[config.mk]
export PLATFORM = sky130hd
export DESIGN_NAME = lru_replacement_tracker_core
export DESIGN_NICKNAME = d
export VERILOG_FILES = /design/src/rtl/core/lrt_pkg.sv /design/src/rtl/core/lru_replacement_tracker_core.sv /design/src/rtl/core/lrt_member.sv /design/src/rtl/core/lrt_list.sv
export SDC_FILE = /design/constraint.sdc
export NUM_CORES = 2
export LEC_CHECK = 0
export BUFFER_PORTS_ARGS = -buffer_cell sky130_fd_sc_hd__buf_4
export CORE_ASPECT_RATIO = 1.5
export CORE_MARGIN = 3
export CORE_UTILIZATION = 35
export DETAILED_ROUTE_END_ITERATION = 7
export GPL_TIMING_DRIVEN = 0
export PLACE_DENSITY_LB_ADDON = 0.2
export RECOVER_POWER = 100
export SYNTH_ARGS = -nofsm -noshare
export SYNTH_HDL_FRONTEND = slang
export SYNTH_SLANG_ARGS = --single-unit
[constraint.sdc]
create_clock -name clk -period 4.45 [get_ports clk]
set_clock_uncertainty 0.15 [all_clocks]
set_input_delay 0.89 -clock clk [delete_from_list [all_inputs] [get_ports clk]]
set_output_delay 0.89 -clock clk [all_outputs]
set_load 0.03 [all_outputs]
[src/rtl/core/lrt_pkg.sv]
package lrt_pkg;

	localparam int FID_W   = 6;
	localparam int CMD_W   = 2;
	localparam int COUNT_W = 7;
	localparam int CAP_W   = 7;

	localparam logic [CAP_W-1:0] CAP_RESET = 7'd64;

	typedef logic [CMD_W-1:0] cmd_t;
	typedef logic [FID_W-1:0] fid_t;

	localparam cmd_t CMD_VICTIM = 2'd0;
	localparam cmd_t CMD_PIN    = 2'd1;
	localparam cmd_t CMD_UNPIN  = 2'd2;
	localparam cmd_t CMD_QUERY  = 2'd3;

	typedef struct packed {
		logic unpin_add;
		logic pin_del;
		logic evict;
	} list_op_t;

endpackage

[src/rtl/core/lru_replacement_tracker_core.sv]
// LRU replacement tracker.
// Input stream s_axis: one beat per command. tdata[1:0] is cmd (0 victim,
// 1 pin, 2 unpin, 3 query), tdata[7:2] is the frame number.
// Output stream m_axis: exactly one beat per input beat, in order.
// tdata[0] found, [6:1] victim_frame (0 unless found), [13:7] count after
// the command, [15:14] zero.
// Capacity register: write cfg_wdata with cfg_we high while no command is
// in flight; it bounds the list together with FRAMES.
// Flow: an accepted beat waits in the input register, is resolved once the
// output register is free, and its result is registered there.
// Throughput: one command per cycle while m_axis_tready is high; each
// is resolved by the slot row (parallel compare, shift and evict select)
// and the per-frame listed bits, so the next command sees the new list.
// Stall: when m_axis_tready is low the result register holds and the input
// register behind it fills; s_axis_tready then drops until the output beat
// is taken.
// Reset: the list is empty, capacity is 64, nothing is in flight; no
// clearing pass is needed.
module lru_replacement_tracker_core
	import lrt_pkg::*;
#(
	parameter int FRAMES = 64
) (
	input  logic               clk,
	input  logic               arst_n,
	input  logic               cfg_we,
	input  logic [CAP_W-1:0]   cfg_wdata,
	input  logic               s_axis_tvalid,
	output logic               s_axis_tready,
	input  logic [7:0]         s_axis_tdata,   // cmd, frame
	output logic               m_axis_tvalid,
	input  logic               m_axis_tready,
	output logic [15:0]        m_axis_tdata    // found, victim_frame, count, pad
);

	localparam int IDS = (FRAMES < (1 << FID_W)) ? FRAMES : (1 << FID_W);
	localparam int IW  = $clog2(IDS);
	localparam int CW  = $clog2(IDS + 1);

	logic [CAP_W-1:0]   cap_q;
	logic               valid_s1;
	cmd_t               cmd_s1;
	fid_t               fid_s1;
	logic               m_valid_q;
	logic               found_q;
	fid_t               vframe_q;
	logic [COUNT_W-1:0] count_q;

	logic               advance;
	logic               fire;
	logic               in_range;
	logic               hit;
	list_op_t           op;
	logic [CW-1:0]      count;
	logic [CW-1:0]      count_next;
	fid_t               oldest_id;
	logic               mem_wr_en;
	logic               mem_wr_set;
	logic [IW-1:0]      mem_wr_idx;

	assign advance       = !m_valid_q || m_axis_tready;
	assign fire          = valid_s1 && advance;
	assign s_axis_tready = !valid_s1 || advance;

	always_ff @(posedge clk or negedge arst_n) begin
		if (!arst_n) begin
			cap_q <= CAP_RESET;
		end else if (cfg_we) begin
			cap_q <= cfg_wdata;
		end
	end

	always_ff @(posedge clk or negedge arst_n) begin
		if (!arst_n) begin
			valid_s1 <= 1'b0;
		end else if (s_axis_tready) begin
			valid_s1 <= s_axis_tvalid;
		end
	end

	always_ff @(posedge clk) begin
		if (s_axis_tready && s_axis_tvalid) begin
			cmd_s1 <= s_axis_tdata[CMD_W-1:0];
			fid_s1 <= s_axis_tdata[CMD_W +: FID_W];
		end
	end

	assign in_range = 32'(fid_s1) < 32'(FRAMES);

	always_comb begin
		op = '0;
		if (fire) begin
			case (cmd_s1)
				CMD_VICTIM: begin
					op.evict = (count != '0);
				end
				CMD_PIN: begin
					op.pin_del = in_range && hit;
				end
				CMD_UNPIN: begin
					op.unpin_add = in_range && !hit && (COUNT_W'(count) < cap_q);
				end
				default: begin
					op = '0;
				end
			endcase
		end
	end

	assign mem_wr_en  = op.evict || op.pin_del || op.unpin_add;
	assign mem_wr_set = op.unpin_add;
	assign mem_wr_idx = op.evict ? oldest_id[IW-1:0] : fid_s1[IW-1:0];

	lrt_member #(
		.IDS (IDS),
		.IW  (IW)
	) u_member (
		.clk    (clk),
		.arst_n (arst_n),
		.wr_en  (mem_wr_en),
		.wr_set (mem_wr_set),
		.wr_idx (mem_wr_idx),
		.rd_idx (fid_s1[IW-1:0]),
		.rd_hit (hit)
	);

	lrt_list #(
		.SLOTS (IDS),
		.CW    (CW)
	) u_list (
		.clk        (clk),
		.arst_n     (arst_n),
		.op         (op),
		.fid        (fid_s1),
		.count      (count),
		.count_next (count_next),
		.oldest_id  (oldest_id)
	);

	always_ff @(posedge clk or negedge arst_n) begin
		if (!arst_n) begin
			m_valid_q <= 1'b0;
		end else if (advance) begin
			m_valid_q <= valid_s1;
		end
	end

	always_ff @(posedge clk) begin
		if (fire) begin
			found_q  <= op.evict;
			vframe_q <= op.evict ? oldest_id : '0;
			count_q  <= COUNT_W'(count_next);
		end
	end

	assign m_axis_tvalid = m_valid_q;
	assign m_axis_tdata  = {2'b00, count_q, vframe_q, found_q};

endmodule

[src/rtl/core/lrt_member.sv]
module lrt_member
	import lrt_pkg::*;
#(
	parameter int IDS = 64,
	parameter int IW  = 6
) (
	input  logic          clk,
	input  logic          arst_n,
	input  logic          wr_en,
	input  logic          wr_set,
	input  logic [IW-1:0] wr_idx,
	input  logic [IW-1:0] rd_idx,
	output logic          rd_hit
);

	logic [IDS-1:0] listed_q;

	always_ff @(posedge clk or negedge arst_n) begin
		if (!arst_n) begin
			listed_q <= '0;
		end else if (wr_en) begin
			listed_q[wr_idx] <= wr_set;
		end
	end

	assign rd_hit = listed_q[rd_idx];

endmodule

[src/rtl/core/lrt_list.sv]
module lrt_list
	import lrt_pkg::*;
#(
	parameter int SLOTS = 64,
	parameter int CW    = 7
) (
	input  logic          clk,
	input  logic          arst_n,
	input  list_op_t      op,
	input  fid_t          fid,
	output logic [CW-1:0] count,
	output logic [CW-1:0] count_next,
	output fid_t          oldest_id
);

	fid_t              slot_q [SLOTS];
	fid_t              slot_d [SLOTS];
	logic [SLOTS-1:0]  occ_q;
	logic [SLOTS-1:0]  occ_d;
	logic [CW-1:0]     count_q;
	logic [SLOTS-1:0]  match;
	logic [SLOTS-1:0]  at_or_after;
	logic [SLOTS-1:0]  oldest;

	always_comb begin
		for (int k = 0; k < SLOTS; k++) begin
			match[k] = occ_q[k] && (slot_q[k] == fid);
		end
		at_or_after = ~(match - SLOTS'(1));
		oldest = occ_q & ~(occ_q >> 1);
		oldest_id = '0;
		for (int k = 0; k < SLOTS; k++) begin
			oldest_id = oldest_id | (slot_q[k] & {FID_W{oldest[k]}});
		end
	end

	always_comb begin
		for (int k = 0; k < SLOTS; k++) begin
			slot_d[k] = slot_q[k];
			occ_d[k]  = occ_q[k];
		end
		if (op.unpin_add) begin
			slot_d[0] = fid;
			occ_d[0]  = 1'b1;
			for (int k = 1; k < SLOTS; k++) begin
				slot_d[k] = slot_q[k-1];
				occ_d[k]  = occ_q[k-1];
			end
		end else if (op.pin_del) begin
			for (int k = 0; k < SLOTS - 1; k++) begin
				if (at_or_after[k]) begin
					slot_d[k] = slot_q[k+1];
					occ_d[k]  = occ_q[k+1];
				end
			end
			if (at_or_after[SLOTS-1]) begin
				occ_d[SLOTS-1] = 1'b0;
			end
		end else if (op.evict) begin
			occ_d = occ_q & ~oldest;
		end
	end

	always_comb begin
		count_next = count_q;
		if (op.unpin_add) begin
			count_next = count_q + CW'(1);
		end else if (op.pin_del || op.evict) begin
			count_next = count_q - CW'(1);
		end
	end

	always_ff @(posedge clk) begin
		for (int k = 0; k < SLOTS; k++) begin
			slot_q[k] <= slot_d[k];
		end
	end

	always_ff @(posedge clk or negedge arst_n) begin
		if (!arst_n) begin
			occ_q   <= '0;
			count_q <= '0;
		end else begin
			occ_q   <= occ_d;
			count_q <= count_next;
		end
	end

	assign count = count_q;

	a_occ_count: assert property (@(posedge clk) disable iff (!arst_n)
		$countones(occ_q) == 32'(count_q))
		else $error("occupancy does not match count");

	a_op_single: assert property (@(posedge clk) disable iff (!arst_n)
		$onehot0(op))
		else $error("more than one list operation");

	a_pin_match: assert property (@(posedge clk) disable iff (!arst_n)
		op.pin_del |-> $onehot(match))
		else $error("pin without exactly one listed match");

	a_evict_nonempty: assert property (@(posedge clk) disable iff (!arst_n)
		op.evict |-> (count_q != '0))
		else $error("evict on empty list");

	a_add_room: assert property (@(posedge clk) disable iff (!arst_n)
		op.unpin_add |-> !occ_q[SLOTS-1])
		else $error("unpin into full slot row");

endmodule

== Word-level counts from Yosys, hierarchy flattened ==
Memories as Yosys holds them, arrays and structs flattened.
Index checks and enable logic that the tools add are counted.
Operators by class
  add/subtract/negate cells: 3
  $lt $le $gt $ge: 4
  equal/unequal tests: 130
  muxes and demuxes: 145
  bitwise operators: 132
  reductions and logical operators: 142
Operators with widths (number)
  $mux W378: 2
  $mux W6: 65
  $and A6 B6 Y6: 64
  $eq A6 B6 Y1: 64
  $or A6 B6 Y6: 63
  $mux W64: 3
  $ne A3 B3 Y1 const B: 64
  $and A64 B64 Y64: 2
  $not A64 Y64: 2
  $reduce_and A2 Y1: 64
  $mux W1: 69
  $logic_and A1 B1 Y1: 68
  $bwmux W64: 1
  $not A63 Y64: 1
  $sub A64 B1 Y64 const B: 1
  $lt A6 B7 Y1 const B: 2
  $mux W7: 2
  $add A7 B1 Y7 const B: 1
  $lt A7 B7 Y1: 1
  $reduce_bool A7 Y1: 1
  $sub A7 B1 Y7 const B: 1
  $bmux W1 S6: 1
  $demux W1 S6: 1
  $ge A6 B1 Y1 const B: 1
  other kinds (7): 12
Storage, ports and cells
  register bits after elaboration: 166
  RAM bits: 384
  bits of input ports: 20
  output and inout bits: 18
  logic and storage cells: 631
  memories: 1
Memories
  u_list.slot_q: words 64, bits a word 6, read ports 64, clocked after Yosys merged registers in 0, wr ports 64, RTL line lrt_list.sv:16  | fid_t slot_q [SLOTS];

== Logic depth before layout (Yosys ltp) ==
  depth after elaboration: 72
  depth in mapped cells: 17
  gate-level depth less buffers: 12

== Hierarchy ==
From an unflattened synthesis, not the netlist that was laid out.
Unflattened totals
  cell total of the unflattened synthesis: 2881
  area, all modules: 34010.1 um^2
By module, submodules not included
  lrt_list: times used 1, cells an instance 2508, area each 29256.8 um^2, sequential area each 13307.8 um^2
  lrt_member: times used 1, cells an instance 275, area each 3379.5 um^2, sequential area each 1601.5 um^2
  lru_replacement_tracker_core: times used 1, cells an instance 98, area each 1373.8 um^2, sequential area each 887.1 um^2

== Worst setup path after synthesis ==
Ideal clock, no wire load.
  path kind: register -> register
  start point: reg fid_s1[2] (netlist name)
  end point: mem u_list.slot_q[1][156] in the netlist's numbering (enable)
  setup time: 0.377 ns
  arrival: 3.191 ns
  data required time: 3.923 ns
  path slack: 0.732 ns
  cell stages (with the launch flop): 17
  buffers on the path: 6
  clock period less this slack: 3.718 ns
  path through: edfxtp_1 buf_6 buf_12 buf_12 buf_12 buf_6 xnor2_1 nand4_1 nor4_1 nor4_1 nand2_1 nor4_2 buf_4 nand2_1 nor2_1 xor2_1 o21ai_0
RTL lines (RTL line)
  end: declaration: lrt_list.sv:16

== Worst setup path after layout ==
  start point: reg fid_s1[0]
  end point: reg u_list.occ_q[40]
Between the ends
  cells in the longest elaborated chain, start to end: 8
  elaborated cells between the ends (all ways): 96
  those cells by class: add/sub: 1; eq/ne: 42; mux: 7; bitwise: 1; reduce/logical: 45
RTL lines
  start: declaration: RTL line lru_replacement_tracker_core.sv:43  | fid_t fid_s1;
  start signal: assignment: RTL line lru_replacement_tracker_core.sv:84  | fid_s1 <= s_axis_tdata[CMD_W +: FID_W];
  branches (longest 8 deep; another with $sub A64 B1 Y64)
  end signal: assignment: RTL line lrt_list.sv:81  | occ_q <= '0;
  end signal: assignment: RTL line lrt_list.sv:84  | occ_q <= occ_d;
  end: declaration: RTL line lrt_list.sv:18  | logic [SLOTS-1:0] occ_q;
Parallel ways; which one is timed is not known. The select of a mux whose other input is x is not followed.
A chain may end at the register's enable or synchronous reset.

==> flow_metrics.tcl <==
set metrics [dict create \
    antenna_found_initial 22 \
    dp_hpwl_mm 149 \
    drc_errors 0 \
    required_ns 4.86 \
    synthToLayoutAreaGrowth_pct 13.9 \
    die_w_um 260 \
    start_util 0.353 \
    layout_common_cells "nand2_1, edfxtp_1, xnor2_1" \
    viasPerCell 6.07 \
    violations "max-capacitance violations, max-slew violations, negative setup slack" \
    final-setup-viol-count 3 \
    io_buffers 35 \
    wl_mm 191 \
    cp-start-kind "flip-flop" \
    ir_drop_mv 0.297 \
    layout_commonest_cell "nand2_1" \
    timing.setup.critical_path_class "flip-flop to flip-flop" \
    power_uw 17000 \
    n_fill_cell 9899 \
    synth_cell_types 77 \
    slew_violations 77 \
    ys_ff_latch 550 \
    cp_data_arrival_time_ns 4.88 \
    whs_path_depth 1 \
    synth_warnings 0 \
    grt_pass1_wl_mm 256 \
    avgSynthCellArea_um2 9.01 \
    grt_max_degree 81 \
    drt-initial-drc-count 3572 \
    cellPowerDensity_mw_per_mm2 441 \
    core_area_mm2 0.0960 \
    die_h_um 387 \
    end_kind "flip-flop" \
    rr_endpoint "u_list.occ_q[40]$_DFFE_PN0P_" \
    drive_above_1_share 0.0959 \
    status "finished with violations" \
    seq_area_frac_synth 0.466 \
    period_minus_slack_ns 4.47 \
    critPathMaxFanout 10 \
    ff2ff_setup_slack_ns -0.02 \
    hold_start "s_axis_tdata[3]" \
    post_drt_wl_per_cell_um 36.5 \
    drtPass1Iterations 5 \
    period_share 1.00 \
    cts_tree "built" \
    reg2regPathDepth 14 \
    cts.sinks 550 \
    fin_ws_ns -0.0167 \
    instances_no_fill 5218 \
    holdPathEnd "fid_s1[1]$_DFFE_PP_" \
    grt_usage 0.371 \
    clock_latency_ns 0.67 \
    dp_cells 5074 \
    r2r-start "fid_s1[0]$_DFFE_PP_" \
    route.vias.total 31700 \
    max_slew.worst_pin.slew_ns 3.70 \
    fmax_mhz 224 \
    finalHoldViolCount 0 \
    async_reset_ff_frac 0.262 \
    die_area_mm2 0.101 \
    grt_overflow 0 \
    cts_buffer_depth 3 \
    numCtsBuffers 59 \
    hp-class "primary input to flip-flop" \
    synth-main-ff-cell "edfxtp_1" \
    drv_cap 2 \
    clk_pin_slew_worst_paths_ns 0.06 \
    leakagePower_uw 0.0155 \
    gp_congestion 1.13 \
    clock-root-buffer "clkbuf_16" \
    drtAntennaViolNets 0 \
    syn_area_mm2 0.0339 \
    io_pins 38 \
    htreeDepth 2 \
    syn_inst 3765 \
    setup_tns_ns -0.0442 \
    maxSlewHeadroom -1.47 \
    synth_edf_count 406 \
    grt_pass1_vias 30300 \
    num_rows 139 \
    final_nets 3914 \
]
-- how the worst max path moves through the flow --
stage                                 startpoint                                end  slack [ns]
floorplan                    fid_s1[2]$_DFFE_PP_    u_list.slot_q[1][156]$_DFFE_PP_        0.73
finish                       fid_s1[0]$_DFFE_PP_       u_list.occ_q[40]$_DFFE_PN0P_       -0.02
CTS                 u_list.occ_q[27]$_DFFE_PN0P_  u_member.listed_q[35]$_DFFE_PN0P_       -0.16
global route                 fid_s1[4]$_DFFE_PP_    u_list.slot_q[1][174]$_DFFE_PP_       -0.04
detailed placement           fid_s1[4]$_DFFE_PP_               count_q[1]$_DFFE_PP_       -2.08
global placement             fid_s1[4]$_DFFE_PP_     u_list.slot_q[0][73]$_DFFE_PP_       -2.65
-- Yosys cell counts (all sizes together) (4+ instances only) --
library cell	number	area [µm²]
o31ai	39	298
and2	11	68.8
nor4b	4	47.6
nand2	1292	4850
a221oi	5	43.8
a32oi	51	447
mux2i	42	420
nand3b	59	443
buf	83	572
nor2b	53	332
a2111oi	21	184
a31oi	40	250
nor4	95	677
clkbuf	184	698
and3	6	37.5
o22ai	14	87.6
a21oi	80	400
xor2	214	1870
o211ai	5	37.5
inv	45	169
nand4	104	657
nand3	38	190
a32o	8	80.1
xnor2	231	2020
nand4b	6	52.6
o21ai	129	646
o221ai	15	131
and3b	65	569
nand2b	11	68.8
o21a	9	67.6
dfrtp	143	3580
ha	10	125
a221o	9	90.1
and4	5	43.8
or4	10	78.8
edfxtp	406	12200
a22o	5	43.8
nor2	82	308
a22oi	65	488
nor3	24	120
a21o	8	60.1
-- sequential cells by signal (all words and copies together), names as in the netlist --
name,count
found_q,1
cap_q,7
u_list.occ_q,64
valid_s1,1
u_list.count,7
count_q,7
m_axis_tvalid,1
fid_s1,6
u_member.listed_q,64
vframe_q,6
cmd_s1,2
u_list.slot_q,384
-- through the flow --
step           utilization  area (µm²)  hold slack, ns  setup WS (ns)
5_1_grt              0.402       38600           0.266        -0.0389
2_1_floorplan            -       33900           0.307          0.732
4_1_cts              0.400       38400          0.0462         -0.163
3_3_place_gp         0.373       35800           0.331          -2.65
3_5_place_dp         0.374       35900           0.343          -2.08
6_report             0.403       38700           0.278        -0.0167
-- critical path, cell delays in order, from the launching register on --
cell	delay, ns
edfxtp_1	0.32
buf_4	0.23
and2_0	0.16
clkbuf_1	0.33
a22oi_1	0.16
a211oi_1	0.38
o41ai_4	0.13
buf_4	0.20
a21o_1	0.17
buf_2	0.17
inv_2	0.36
clkbuf_1	1.15
nand2_1	0.15
o21ai_0	0.14
o21bai_1	0.15
-- power breakdown --
part           switching, µW  internal [µW]  total [µW]  leakage, µW
logic                   3720           1610        5330      0.00895
clock network           2290           2590        4890     0.000880
registers                719           6100        6820      0.00563
total                   6730          10300       17000       0.0155
-- layout make-up --
cell class	instances	area [µm²]	area share
multi-input combinational	2903	17300	0.446
sequential	550	15800	0.409
tap	1269	1590	0.0411
clock buffer	77	1550	0.0402
buffer	257	1490	0.0385
timing repair buffer	67	494	0.0128
clock inverter	32	264	0.00683
inverter	46	174	0.00450
antenna	17	42.5	0.00110
-- repair_timing --
item,in CTS,in global routing
resized for setup,209,92
hold buffers,0,0
pin swaps,10,11
setup buffers,17,11
endpoints found under the setup margin,728,604
-- per-layer routing --
layer  share of wire  track usage
met3           0.072       0.0810
met2            0.46        0.604
met4            0.10        0.305
met1            0.36        0.413
met5         0.00071            0
-- cells by family (layout without fill, tap and decap cells) --
logic type / count (synthesis) / after routing / synth area share
simple gates: 1877 / 1877 / 0.254
buf+inv: 313 / 479 / 0.0425
xor+xnor: 445 / 445 / 0.115
other cells: 1 / 19 / 0.000111
compound gates: 521 / 521 / 0.103
mux: 48 / 48 / 0.0154
fa+ha+maj: 10 / 10 / 0.00369
flops: 550 / 550 / 0.466
(Power assumes the default switching activity.)
